### src/rtl/core/stc_pkg.sv
// Shared types and constants for the space-to-tab compressor.
package stc_pkg;

  localparam int unsigned MAX_STOPS  = 8;
  localparam int unsigned MAX_WIDTH  = 64;
  localparam int unsigned RESULT_CAP = 64;
  localparam int unsigned FIELD_W    = 6;

  localparam logic [7:0] CH_TAB = 8'd9;
  localparam logic [7:0] CH_NL  = 8'd10;
  localparam logic [7:0] CH_SP  = 8'd32;

  // configuration register indexes
  localparam logic REG_STOP_WIDTHS = 1'b0;
  localparam logic REG_STOP_COUNT  = 1'b1;

  // one queued command: a run of leading blanks, then optionally the byte itself
  typedef struct packed {
    logic       lead_tab;
    logic [6:0] lead_n;
    logic       has_char;
    logic [7:0] ch;
  } stc_cmd_t;

  typedef struct packed {
    logic full;
    logic empty;
  } stc_q_status_t;

endpackage

### src/rtl/core/stc_front.sv
// Front end: line position tracking, stop handling and command generation.
module stc_front (
  input  logic              clk,
  input  logic              rst_n,
  input  logic              cfg_we,
  input  logic              cfg_index,
  input  logic [47:0]       cfg_data,
  input  logic              in_valid,
  output logic              in_stall,
  input  logic [7:0]        in_char,
  input  stc_pkg::stc_q_status_t q_status,
  output logic              q_push,
  output stc_pkg::stc_cmd_t q_cmd
);
  import stc_pkg::*;

  logic [47:0] stop_widths_r;
  logic [3:0]  stop_count_r;
  logic [5:0]  column_r, column_nxt;
  logic [6:0]  pending_r, pending_nxt;
  logic [2:0]  stop_index_r, stop_index_nxt;
  logic        past_r, past_nxt;

  logic [5:0]  fields [MAX_STOPS];
  logic [3:0]  cnt_eff;
  logic        multi;
  logic [2:0]  idx;
  logic [6:0]  w_raw, w_cur, col_plus;
  logic        wrap, adv_past, is_sp, blank, col0, accept;
  stc_cmd_t    cmd;

  for (genvar g = 0; g < MAX_STOPS; g++) begin : g_fields
    assign fields[g] = stop_widths_r[g*FIELD_W +: FIELD_W];
  end

  assign in_stall = q_status.full;
  assign accept   = in_valid && !q_status.full;

  always_comb begin
    if (stop_count_r == 4'd0)
      cnt_eff = 4'd1;
    else if (stop_count_r > 4'(MAX_STOPS))
      cnt_eff = 4'(MAX_STOPS);
    else
      cnt_eff = stop_count_r;
  end

  assign multi    = cnt_eff > 4'd1;
  assign idx      = multi ? stop_index_r : 3'd0;
  assign w_raw    = {1'b0, fields[idx]} + 7'd1;
  assign w_cur    = (w_raw > 7'(MAX_WIDTH)) ? 7'(MAX_WIDTH) : w_raw;
  assign col_plus = {1'b0, column_r} + 7'd1;
  assign wrap     = col_plus >= w_cur;
  assign adv_past = multi && (({1'b0, stop_index_r} + 4'd1) >= cnt_eff);

  assign is_sp = in_char == CH_SP;
  assign blank = is_sp || (in_char == CH_TAB);
  assign col0  = column_r == 6'd0;

  always_comb begin
    cmd          = '0;
    cmd.ch       = in_char;
    // held-back spaces
    if (col0) begin
      if (pending_r > 7'd1 || (pending_r == 7'd1 && blank)) begin
        cmd.lead_tab = 1'b1;
        cmd.lead_n   = 7'd1;
      end else if (pending_r == 7'd1) begin
        cmd.lead_n   = 7'd1;
      end
    end else if (!blank) begin
      cmd.lead_n = (pending_r > 7'(RESULT_CAP)) ? 7'(RESULT_CAP) : pending_r;
    end
    cmd.has_char = (past_r || !is_sp) && (cmd.lead_n < 7'(RESULT_CAP));

    column_nxt     = column_r;
    pending_nxt    = pending_r;
    stop_index_nxt = stop_index_r;
    past_nxt       = past_r;
    if (past_r) begin
      pending_nxt = 7'd0;
      column_nxt  = 6'd0;
      if (in_char == CH_NL) begin
        stop_index_nxt = 3'd0;
        past_nxt       = 1'b0;
      end
    end else begin
      if (!is_sp)
        pending_nxt = 7'd0;
      else if (col0)
        pending_nxt = 7'd1;
      else if (pending_r != 7'd127)
        pending_nxt = pending_r + 7'd1;

      if (in_char == CH_TAB || (in_char != CH_NL && wrap)) begin
        column_nxt = 6'd0;
        if (adv_past)
          past_nxt = 1'b1;
        else if (multi)
          stop_index_nxt = stop_index_r + 3'd1;
      end else if (in_char == CH_NL) begin
        column_nxt     = 6'd0;
        stop_index_nxt = 3'd0;
        past_nxt       = 1'b0;
      end else begin
        column_nxt = column_r + 6'd1;
      end
    end
  end

  assign q_push = accept && (cmd.lead_n != 7'd0 || cmd.has_char);
  assign q_cmd  = cmd;

  always_ff @(posedge clk) begin
    if (!rst_n) begin
      stop_widths_r <= 48'd7;
      stop_count_r  <= 4'd1;
      column_r      <= '0;
      pending_r     <= '0;
      stop_index_r  <= '0;
      past_r        <= 1'b0;
    end else begin
      if (cfg_we) begin
        case (cfg_index)
          REG_STOP_WIDTHS: stop_widths_r <= cfg_data;
          REG_STOP_COUNT:  stop_count_r  <= cfg_data[3:0];
          default: ;
        endcase
      end
      if (accept) begin
        column_r     <= column_nxt;
        pending_r    <= pending_nxt;
        stop_index_r <= stop_index_nxt;
        past_r       <= past_nxt;
      end
    end
  end

endmodule

### src/rtl/core/stc_queue.sv
// Small command queue between the front and back ends.
module stc_queue #(
  parameter int unsigned DEPTH = 4
) (
  input  logic                    clk,
  input  logic                    rst_n,
  input  logic                    push,
  input  stc_pkg::stc_cmd_t       push_cmd,
  input  logic                    pop,
  output stc_pkg::stc_cmd_t       head_cmd,
  output stc_pkg::stc_q_status_t  status
);
  import stc_pkg::*;

  localparam int unsigned PTR_W = $clog2(DEPTH);
  localparam int unsigned CNT_W = $clog2(DEPTH + 1);

  stc_cmd_t           mem_r [DEPTH];
  logic [PTR_W-1:0]   wr_ptr_r, rd_ptr_r;
  logic [CNT_W-1:0]   fill_r;
  logic               do_push, do_pop;

  assign status.full  = fill_r == CNT_W'(DEPTH);
  assign status.empty = fill_r == '0;
  assign do_push      = push && !status.full;
  assign do_pop       = pop && !status.empty;
  assign head_cmd     = mem_r[rd_ptr_r];

  always_ff @(posedge clk) begin
    if (do_push)
      mem_r[wr_ptr_r] <= push_cmd;
  end

  always_ff @(posedge clk) begin
    if (!rst_n) begin
      wr_ptr_r <= '0;
      rd_ptr_r <= '0;
      fill_r   <= '0;
    end else begin
      if (do_push)
        wr_ptr_r <= (wr_ptr_r == PTR_W'(DEPTH - 1)) ? '0 : wr_ptr_r + 1'b1;
      if (do_pop)
        rd_ptr_r <= (rd_ptr_r == PTR_W'(DEPTH - 1)) ? '0 : rd_ptr_r + 1'b1;
      if (do_push && !do_pop)
        fill_r <= fill_r + 1'b1;
      else if (do_pop && !do_push)
        fill_r <= fill_r - 1'b1;
    end
  end

endmodule

### src/rtl/core/stc_back.sv
// Back end: expands queued commands into output beats.
module stc_back (
  input  logic                   clk,
  input  logic                   rst_n,
  input  stc_pkg::stc_q_status_t q_status,
  input  stc_pkg::stc_cmd_t      head_cmd,
  output logic                   q_pop,
  output logic                   out_valid,
  input  logic                   out_stall,
  output logic [7:0]             out_char,
  output logic                   out_last
);
  import stc_pkg::*;

  logic [6:0] cnt_r;
  logic       out_valid_r, out_last_r;
  logic [7:0] out_char_r;
  logic       fire, lead_left, beat_last;
  logic [7:0] beat_char;

  assign fire      = !q_status.empty && (!out_valid_r || !out_stall);
  assign lead_left = cnt_r != head_cmd.lead_n;
  assign beat_char = lead_left ? (head_cmd.lead_tab ? CH_TAB : CH_SP) : head_cmd.ch;
  assign beat_last = lead_left ? ((cnt_r + 7'd1 == head_cmd.lead_n) && !head_cmd.has_char)
                               : 1'b1;
  assign q_pop     = fire && beat_last;

  always_ff @(posedge clk) begin
    if (fire) begin
      out_char_r <= beat_char;
      out_last_r <= beat_last;
    end
  end

  always_ff @(posedge clk) begin
    if (!rst_n) begin
      out_valid_r <= 1'b0;
      cnt_r       <= '0;
    end else begin
      if (fire)
        out_valid_r <= 1'b1;
      else if (!out_stall)
        out_valid_r <= 1'b0;
      if (fire)
        cnt_r <= beat_last ? 7'd0 : cnt_r + 7'd1;
    end
  end

  assign out_valid = out_valid_r;
  assign out_char  = out_char_r;
  assign out_last  = out_last_r;

endmodule

### src/rtl/core/space_to_tab_compressor.sv
// Space-to-tab compressor: turns runs of spaces that reach a tab stop into tabs.
// One text byte is taken per cycle while the command queue is not full. The
// front end updates the line position and stop state in the cycle a byte is
// taken and queues one command per byte that produces output; the back end
// sends one beat per cycle from its output register unless out_stall holds it.
// A byte that causes n result beats (n up to 64, the flush of held spaces plus
// the byte itself) occupies the back end until its last beat, so input keeps
// flowing at one byte per cycle until the QUEUE_DEPTH-entry command queue
// fills behind a long flush. Bytes that are only held back take no queue entry.
// The user must write configuration only while the block is idle; the block
// does not enforce this, and there is no clearing pass after reset.
module space_to_tab_compressor #(
  parameter int unsigned QUEUE_DEPTH = 4
) (
  input  logic        clk,
  input  logic        rst_n,
  input  logic        cfg_we,
  input  logic        cfg_index,
  input  logic [47:0] cfg_data,
  input  logic        in_valid,
  output logic        in_stall,
  input  logic [7:0]  in_char,
  output logic        out_valid,
  input  logic        out_stall,
  output logic [7:0]  out_char,
  output logic        out_last
);
  import stc_pkg::*;

  stc_q_status_t q_status;
  stc_cmd_t      push_cmd, head_cmd;
  logic          q_push, q_pop;

  stc_front u_front (
    .clk      (clk),
    .rst_n    (rst_n),
    .cfg_we   (cfg_we),
    .cfg_index(cfg_index),
    .cfg_data (cfg_data),
    .in_valid (in_valid),
    .in_stall (in_stall),
    .in_char  (in_char),
    .q_status (q_status),
    .q_push   (q_push),
    .q_cmd    (push_cmd)
  );

  stc_queue #(
    .DEPTH(QUEUE_DEPTH)
  ) u_queue (
    .clk     (clk),
    .rst_n   (rst_n),
    .push    (q_push),
    .push_cmd(push_cmd),
    .pop     (q_pop),
    .head_cmd(head_cmd),
    .status  (q_status)
  );

  stc_back u_back (
    .clk      (clk),
    .rst_n    (rst_n),
    .q_status (q_status),
    .head_cmd (head_cmd),
    .q_pop    (q_pop),
    .out_valid(out_valid),
    .out_stall(out_stall),
    .out_char (out_char),
    .out_last (out_last)
  );

  // the front never pushes into a full queue
  a_no_overflow: assert property (@(posedge clk) disable iff (!rst_n)
    !(q_push && q_status.full))
    else $error("command pushed into full queue");

  // a beat that is not the last of its byte leaves its command at the queue head
  a_cmd_held: assert property (@(posedge clk) disable iff (!rst_n)
    (out_valid && !out_last) |-> !q_status.empty)
    else $error("command popped before its last beat");

  // nothing is presented straight after reset
  a_reset_quiet: assert property (@(posedge clk)
    !rst_n |=> !out_valid)
    else $error("output valid after reset");

endmodule
### config.mk
export PLATFORM = sky130hd
export DESIGN_NAME = space_to_tab_compressor
export DESIGN_NICKNAME = d
export VERILOG_FILES = /design/src/rtl/core/stc_pkg.sv /design/src/rtl/core/stc_front.sv /design/src/rtl/core/stc_queue.sv /design/src/rtl/core/stc_back.sv /design/src/rtl/core/space_to_tab_compressor.sv
export SDC_FILE = /design/constraint.sdc
export NUM_CORES = 1
export LEC_CHECK = 0
export ABC_AREA = 1
export BUFFER_PORTS_ARGS = -buffer_cell sky130_fd_sc_hd__buf_4
export CAP_MARGIN = 20
export CORE_AREA = 2 2 119 121
export CTS_BUF_LIST = sky130_fd_sc_hd__clkbuf_4
export CTS_CLUSTER_DIAMETER = 40
export DETAILED_ROUTE_END_ITERATION = 16
export DIE_AREA = 0 0 121 123
export GPL_TIMING_DRIVEN = 0
export MAX_ROUTING_LAYER = met4
export PLACE_DENSITY = 0.83
export REMOVE_ABC_BUFFERS = 1
export SLEW_MARGIN = 20
export SYNTH_ARGS = -nofsm -noshare
export SYNTH_HDL_FRONTEND = slang
export SYNTH_SLANG_ARGS = --single-unit
### constraint.sdc
create_clock -name clk -period 6.95 [get_ports clk]
set_input_delay 1.0425 -clock clk [delete_from_list [all_inputs] [get_ports clk]]
set_output_delay 1.0425 -clock clk [all_outputs]
set_load 0.01 [all_outputs]
Word-level counts from Yosys, hierarchy flattened
Memory sizes are Yosys's and may differ from the RTL's. A register that Yosys moved wholly into a read port is not among the register bits.
Index checks and enable logic that the tools add are counted.

storage, ports and cells
  memories = 1
  bits of input ports = 62
  bits in writable memories = 68
  flip-flop bits (word level) = 93

memory list
  name           depth  bits a word  read ports  clocked after memory_dff  wr ports  line             RTL
  u_queue.mem_r  4      17           1           1                         1         stc_queue.sv:18  stc_cmd_t mem_r [DEPTH];

operators by class
  eq/ne operators = 15
  add/sub/neg operators = 11
  order comparisons = 9
  bitwise gates (word level) = 2
  mux-type cells = 44
  reduce and logical (&&, ||, !) cells = 36

operator list
  operator                                                              number
  7-bit two-way mux                                                     10
  6-bit two-way mux                                                     6
  3-bit two-way mux                                                     8
  6-bit binary-select mux with 3-bit select                             1
  8-bit by 4-bit == test with 1-bit output, second input constant       2
  6-bit by 1-bit adder with 7-bit output, second input constant         2
  7-bit by 1-bit adder with 7-bit output, second input constant         2
  7-bit > comparator, second input constant                             2
  1-bit logical AND                                                     13
  1-bit two-way mux                                                     12
  8-bit by 6-bit == test with 1-bit output, second input constant       1
  1-bit zero test                                                       8
  2-bit two-way mux                                                     4
  4-bit two-way mux                                                     2
  8-bit two-way mux                                                     1
  8-bit by 4-bit != test with 1-bit output, second input constant       1
  7-bit by 1-bit == test with 1-bit output, second input constant       1
  7-bit == test                                                         1
  7-bit greater-or-equal comparator                                     1
  7-bit by 1-bit > comparator with 1-bit output, second input constant  1
  7-bit less-than comparator, second input constant                     1
  7-bit != test                                                         1
  7-bit != test, second input constant                                  1
  7-bit nonzero test                                                    1
  other kinds (24)                                                      34

Depth between registers and ports, before layout
  depth in word-level cells = 17
  depth in mapped cells = 28
  gate-level depth less buffers = 27

Cells and area by module
A second synthesis with hierarchy kept.

unflattened totals
  cell total of the unflattened synthesis = 986
  area, all modules = 8211.6 µm²

by module, submodules not included
  module     area each (µm²)  sequential area each (µm²)  cells each  instances
  stc_front  4078.9           1381.3                      615         1
  stc_queue  3081.7           2222.1                      236         1
  stc_back   1051.0           430.4                       135         1

Least setup slack after synthesis
OpenSTA, ideal clock, no wires.

  kind = input to register
  start point = in in_char[7]
  end point = reg u_queue.fill_r[1]
  path slack = 3.908 ns
  stages on the path = 13
  setup time = 0.120 ns
  data required time = 6.830 ns
  arrival = 2.922 ns
  buffers on the path = 0
  cell sequence = nor2_1 nand2_1 nor4_1 nor2_1 nand4_1 nand3_1 nand2_1 inv_1 ha_1 inv_1 fa_1 o21ai_0 a21oi_1

between the ends
  longest elaborated chain between the ends = 14

ends and longest elaborated chain
  item                                                                                                  line                              RTL
  start, declared                                                                                       space_to_tab_compressor.sv:22     input logic [7:0] in_char,
  8-bit by 6-bit == test with 1-bit output or 8-bit by 4-bit == test with 1-bit output (tied branches)  stc_front.sv:56, stc_front.sv:57
  1-bit logical OR                                                                                      stc_front.sv:57                   assign blank = is_sp || (in_char == CH_TAB);
  1-bit logical AND                                                                                     stc_front.sv:65                   if (pending_r > 7'd1 || (pending_r == 7'd1 && blank)) begin
  1-bit logical OR                                                                                      stc_front.sv:65
  7-bit two-way mux                                                                                     stc_front.sv:65
  7-bit two-way mux                                                                                     stc_front.sv:64                   if (col0) begin
  7-bit less-than comparator                                                                            stc_front.sv:74                   cmd.has_char = (past_r || !is_sp) && (cmd.lead_n < 7'(RESULT_CAP));
  1-bit logical AND                                                                                     stc_front.sv:74
  1-bit logical OR (*)                                                                                  stc_front.sv:111                  assign q_push = accept && (cmd.lead_n != 7'd0 || cmd.has_char);
  1-bit logical AND (*)                                                                                 stc_front.sv:111
  1-bit logical AND (*)                                                                                 stc_queue.sv:25                   assign do_push = push && !status.full;
  net u_queue.do_push                                                                                   stc_queue.sv:21                   logic do_push, do_pop;
  1-bit zero test                                                                                       stc_queue.sv:46                   else if (do_pop && !do_push)
  1-bit logical AND                                                                                     stc_queue.sv:46
  2-bit nonzero test (no line)                                                                          --
  end signal, assigned                                                                                  stc_queue.sv:45                   fill_r <= fill_r + 1'b1;
  end signal, assigned                                                                                  stc_queue.sv:47                   fill_r <= fill_r - 1'b1;
  end, declared                                                                                         stc_queue.sv:20                   logic [CNT_W-1:0] fill_r;

The timed path passes the listed nets; every way through them passes the cells marked *.
A chain may end at the register's enable or synchronous reset.

Worst setup path in the final report
  start point = reg u_front.stop_count_r[1]
  end point = reg u_front.column_r[3]

between the ends
  longest elaborated chain between the ends = 17

ends and longest elaborated chain
  item                                                       line              RTL
  start, declared                                            stc_front.sv:18   logic [3:0] stop_count_r;
  start signal, assigned                                     stc_front.sv:126  REG_STOP_COUNT: stop_count_r <= cfg_data[3:0];
  4-bit > comparator                                         stc_front.sv:42   else if (stop_count_r > 4'(MAX_STOPS))
  4-bit two-way mux                                          stc_front.sv:42
  4-bit two-way mux (*)                                      stc_front.sv:40   if (stop_count_r == 4'd0)
  4-bit by 1-bit > comparator with 1-bit output (*)          stc_front.sv:48   assign multi = cnt_eff > 4'd1;
  3-bit two-way mux (*)                                      stc_front.sv:49   assign idx = multi ? stop_index_r : 3'd0;
  3-bit NOT with 4-bit output (not written as such) (*)      stc_front.sv:50   assign w_raw = {1'b0, fields[idx]} + 7'd1;
  6-bit binary-select mux with 3-bit select (*)              stc_front.sv:50
  6-bit two-way mux (not written as such) (*) (2 in series)  stc_front.sv:50
  6-bit by 1-bit adder with 7-bit output (*)                 stc_front.sv:50
  7-bit > comparator                                         stc_front.sv:51   assign w_cur = (w_raw > 7'(MAX_WIDTH)) ? 7'(MAX_WIDTH) : w_raw;
  7-bit two-way mux (*)                                      stc_front.sv:51
  7-bit greater-or-equal comparator (*)                      stc_front.sv:53   assign wrap = col_plus >= w_cur;
  1-bit logical AND (*)                                      stc_front.sv:95   if (in_char == CH_TAB || (in_char != CH_NL && wrap)) begin
  1-bit logical OR (*)                                       stc_front.sv:95
  6-bit two-way mux (*)                                      stc_front.sv:95
  6-bit two-way mux (*)                                      stc_front.sv:80   if (past_r) begin
  end signal, assigned                                       stc_front.sv:131  column_r <= column_nxt;
  end, declared                                              stc_front.sv:19   logic [5:0] column_r, column_nxt;

Every way passes the cells marked *; elsewhere a longest branch is shown, timed or not. The select of a mux whose other input is x is not followed.

==> results.py <==
metrics = {
    "timing": {
        "finalSetupViolCount": 0,
        "fmax_ghz": 0.236,
        "fin_worst_skew_ns": 0.0139,
        "tns_ns": 0,
        "final.period_utilization": 0.609,
        "finalWorstSetupSlack_ns": 2.72,
        "whs_ns": 0.462,
        "hold_viol_final": 0,
        "slew_violations": 0,
        "slew_headroom": 0.389,
        "worst_slew_pin_slew_ns": 0.913,
        "grt_setup_unrepaired": "no",
        "min_period_ns": 4.23,
    },
    "critical_path": {
        "crit_required_ns": 7.43,
        "crit_path_end_kind": "register",
        "slowest_stage": "dfxtp_1",
        "crit_type": "reg2reg",
        "cp.arrival_ns": 4.71,
        "crit_path_frequent_cell": "nand2_1",
        "cp-start-kind": "register",
        "cp_max_fo": 14,
        "cpPeakStageDelay_ns": 0.43,
    },
    "synthesis": {
        "ys_async_sr_fraction": 0,
        "synth.most_common_cell": "nand2_1",
        "seq_area_frac_synth": 0.506,
        "netlist_top_cells_count": "nand2_1 (212), nor2_1 (142), dfxtp_1 (86)",
        "synth-edff-count": 77,
        "synth-seq-cells": 163,
        "synth_top_area_frac": 0.290,
        "avgSynthCellArea_um2": 8.24,
        "ys_types": 43,
        "syn_area_um2": 7970,
        "synthTopCellsByArea": "edfxtp_1 (29%), dfxtp_1 (22%), nand2_1 (10%), nor2_1 (6.7%), nand3_1 (4.9%)",
        "ys.flop_type": "dfxtp_1",
        "yosys_warnings": 0,
        "yosys.area.top_type": "edfxtp_1",
        "synthCells": 967,
    },
    "final_layout": {
        "final_util": 0.654,
        "design_area_um2": 8900,
        "multi_input_area_um2": 3410,
        "drive_above_1_share": 0.136,
        "finalNonFillerCells": 1216,
        "diodes": 0,
        "areaGrowthSynthToFinish_pct": 11.7,
        "seqCellArea_um2": 4040,
        "fillCellCount": 1145,
        "nNetsFinal": 1112,
    },
    "place": {
        "dp_hpwl_um": 11300,
        "io_buffer_count": 72,
        "dp_slack_ns": 2.83,
        "place_congestion": 0.882,
        "place_area_um2": 8600,
        "dpl.cell_count": 1184,
    },
    "pwr": {
        "peakVddDrop_mv": 0.135,
        "leakagePower_nw": 3.82,
        "power_per_cell_area_nw_per_um2": 230,
        "seq_power_share": 0.547,
        "clockPowerShare": 0.286,
        "power_mw": 2.04,
        "pwr-share-comb": 0.167,
        "p_switching_uw": 602,
        "intPower_mw": 1.44,
        "swShare": 0.295,
    },
    "routing": {
        "viasPerCell": 5.41,
        "route.detailed.drc": 0,
        "wl_per_cell_um": 13.6,
        "drt_first_pass_iters": 5,
        "drt_wl_total_um": 16500,
        "drt_iter0_drc": 449,
        "final_antenna_net_count": 0,
        "via_count": 6584,
    },
    "floorplanning": {
        "initial_core_util": 0.586,
        "die_h_um": 123,
        "die_area_um2": 14900,
        "die_x_um": 121,
        "row_count": 43,
        "core_area_um2": 13600,
        "ios": 73,
    },
    "global_routing": {
        "grt_pass1_wl_um": 28400,
        "grt_start_max_net_pins": 66,
        "grt_usage": 0.246,
        "antenna_found_initial": 0,
        "grt.busiest_layer": "met2",
        "use_met1": 0.281,
        "grt-ovfl-total": 0,
        "use_met3": 0.0457,
        "grt_pass1_vias": 6569,
        "use_met2": 0.430,
    },
    "cts": {
        "ctsResizeCount": 0,
        "cts_tree": "built",
        "cts_setup_buffers": 0,
        "clkLatencyLatePin_ns": 0.56,
        "htreeDepth": 4,
        "numCtsBuffers": 17,
        "clockBufferDepth": 2,
        "cts.sinks": 163,
        "cts_root_buf": "clkbuf_4",
        "clkTransAtPathRegs_ns": 0.14,
        "cts-hold-fix-buffers": 0,
    },
    "hold_path": {
        "min_path_type": "reg2reg",
    },
    "outcome": {
        "outcome": "finished, final reports clean",
    },
    "flow_run": {
        "maxCapViolCount": 0,
    },
}
-- cell usage in the layout (no fill, tap or decap), types with 4 or more instances in the layout --
cell type	n
nor2_2	7
inv_1	79
dfxtp_1	85
a21oi_1	51
nand3_1	78
nand3b_1	8
nand2_1	212
xor2_1	15
nor3_1	7
edfxtp_1	77
nand2_2	8
inv_6	4
ha_1	26
o21ai_0	70
nand4_1	14
inv_2	5
buf_4	72
nor2_1	137
clkbuf_4	18
nor4_1	4
o211ai_1	7
o21ai_1	4
-- critical path: cells and delay by family (launching register included) --
family	cells	cell delay, ns
adder cells (fa/ha/maj)	2	0.49
AO/OA/AOI/OAI	2	0.27
buffers and inverters	2	0.48
AND/OR/NAND/NOR	19	2.46
flip-flops	1	0.43
-- final cells by class --
type / count / share of cell area
clock buffer: 18 / 0.0152
clock inverter: 14 / 0.0190
sequential: 163 / 0.453
tap: 180 / 0.0253
multi-input combinational: 677 / 0.383
timing repair buffer: 76 / 0.0662
inverter: 88 / 0.0377
-- power by group through the flow --
stage / clock [mW] / sequential, mW / combinational, mW
2_1_floorplan: 0 / 1.14 / 0.210
3_3_place_gp: 0 / 1.14 / 0.321
3_5_place_dp: 0 / 1.14 / 0.343
4_1_cts: 0.593 / 1.12 / 0.344
5_1_grt: 0.625 / 1.12 / 0.393
6_report: 0.584 / 1.12 / 0.342
-- path summary, 6_finish.rpt --
check | start | endpoint | slack (ns) | cells after the start
max | u_front.stop_count_r[1] | u_front.column_r[3] | 2.72 | 25
min | u_front.stop_widths_r[26] | u_front.stop_widths_r[26] | 0.46 | 2
max reg2reg | u_front.stop_count_r[1] | u_front.column_r[3] | 2.72 | 25
min reg2reg | u_front.stop_widths_r[26] | u_front.stop_widths_r[26] | 0.46 | 2
-- flip-flops by register name, indices dropped and copies added (netlist names), 3 cells and up, named ones only --
| name | cells |
|---|---|
| u_back.out_char | 8 |
| u_front.pending_r | 7 |
| u_front.stop_index_r | 3 |
| u_front.stop_count_r | 4 |
| u_front.stop_widths_r | 48 |
| u_front.column_r | 6 |
| u_back.cnt_r | 7 |
| u_queue.fill_r | 3 |
| u_queue.mem_r | 68 |
-- per-layer routing --
layer  wire, µm  up-vias
li1           -     3311
met1       6880     3018
met2       8470      225
met3        854       30
met4        291        0
met5          0        -
-- cells by family (layout without fill, tap and decap cells) --
family / after synthesis / after routing / share of synthesized area
XOR/XNOR: 16 / 16 / 0.0176
AO/OA/AOI/OAI: 146 / 146 / 0.100
buffers and inverters: 127 / 196 / 0.0697
AND/OR/NAND/NOR: 488 / 488 / 0.263
flip-flops: 163 / 163 / 0.506
adder cells (fa/ha/maj): 27 / 27 / 0.0433
Note: power is estimated with default switching activity, not from simulation.
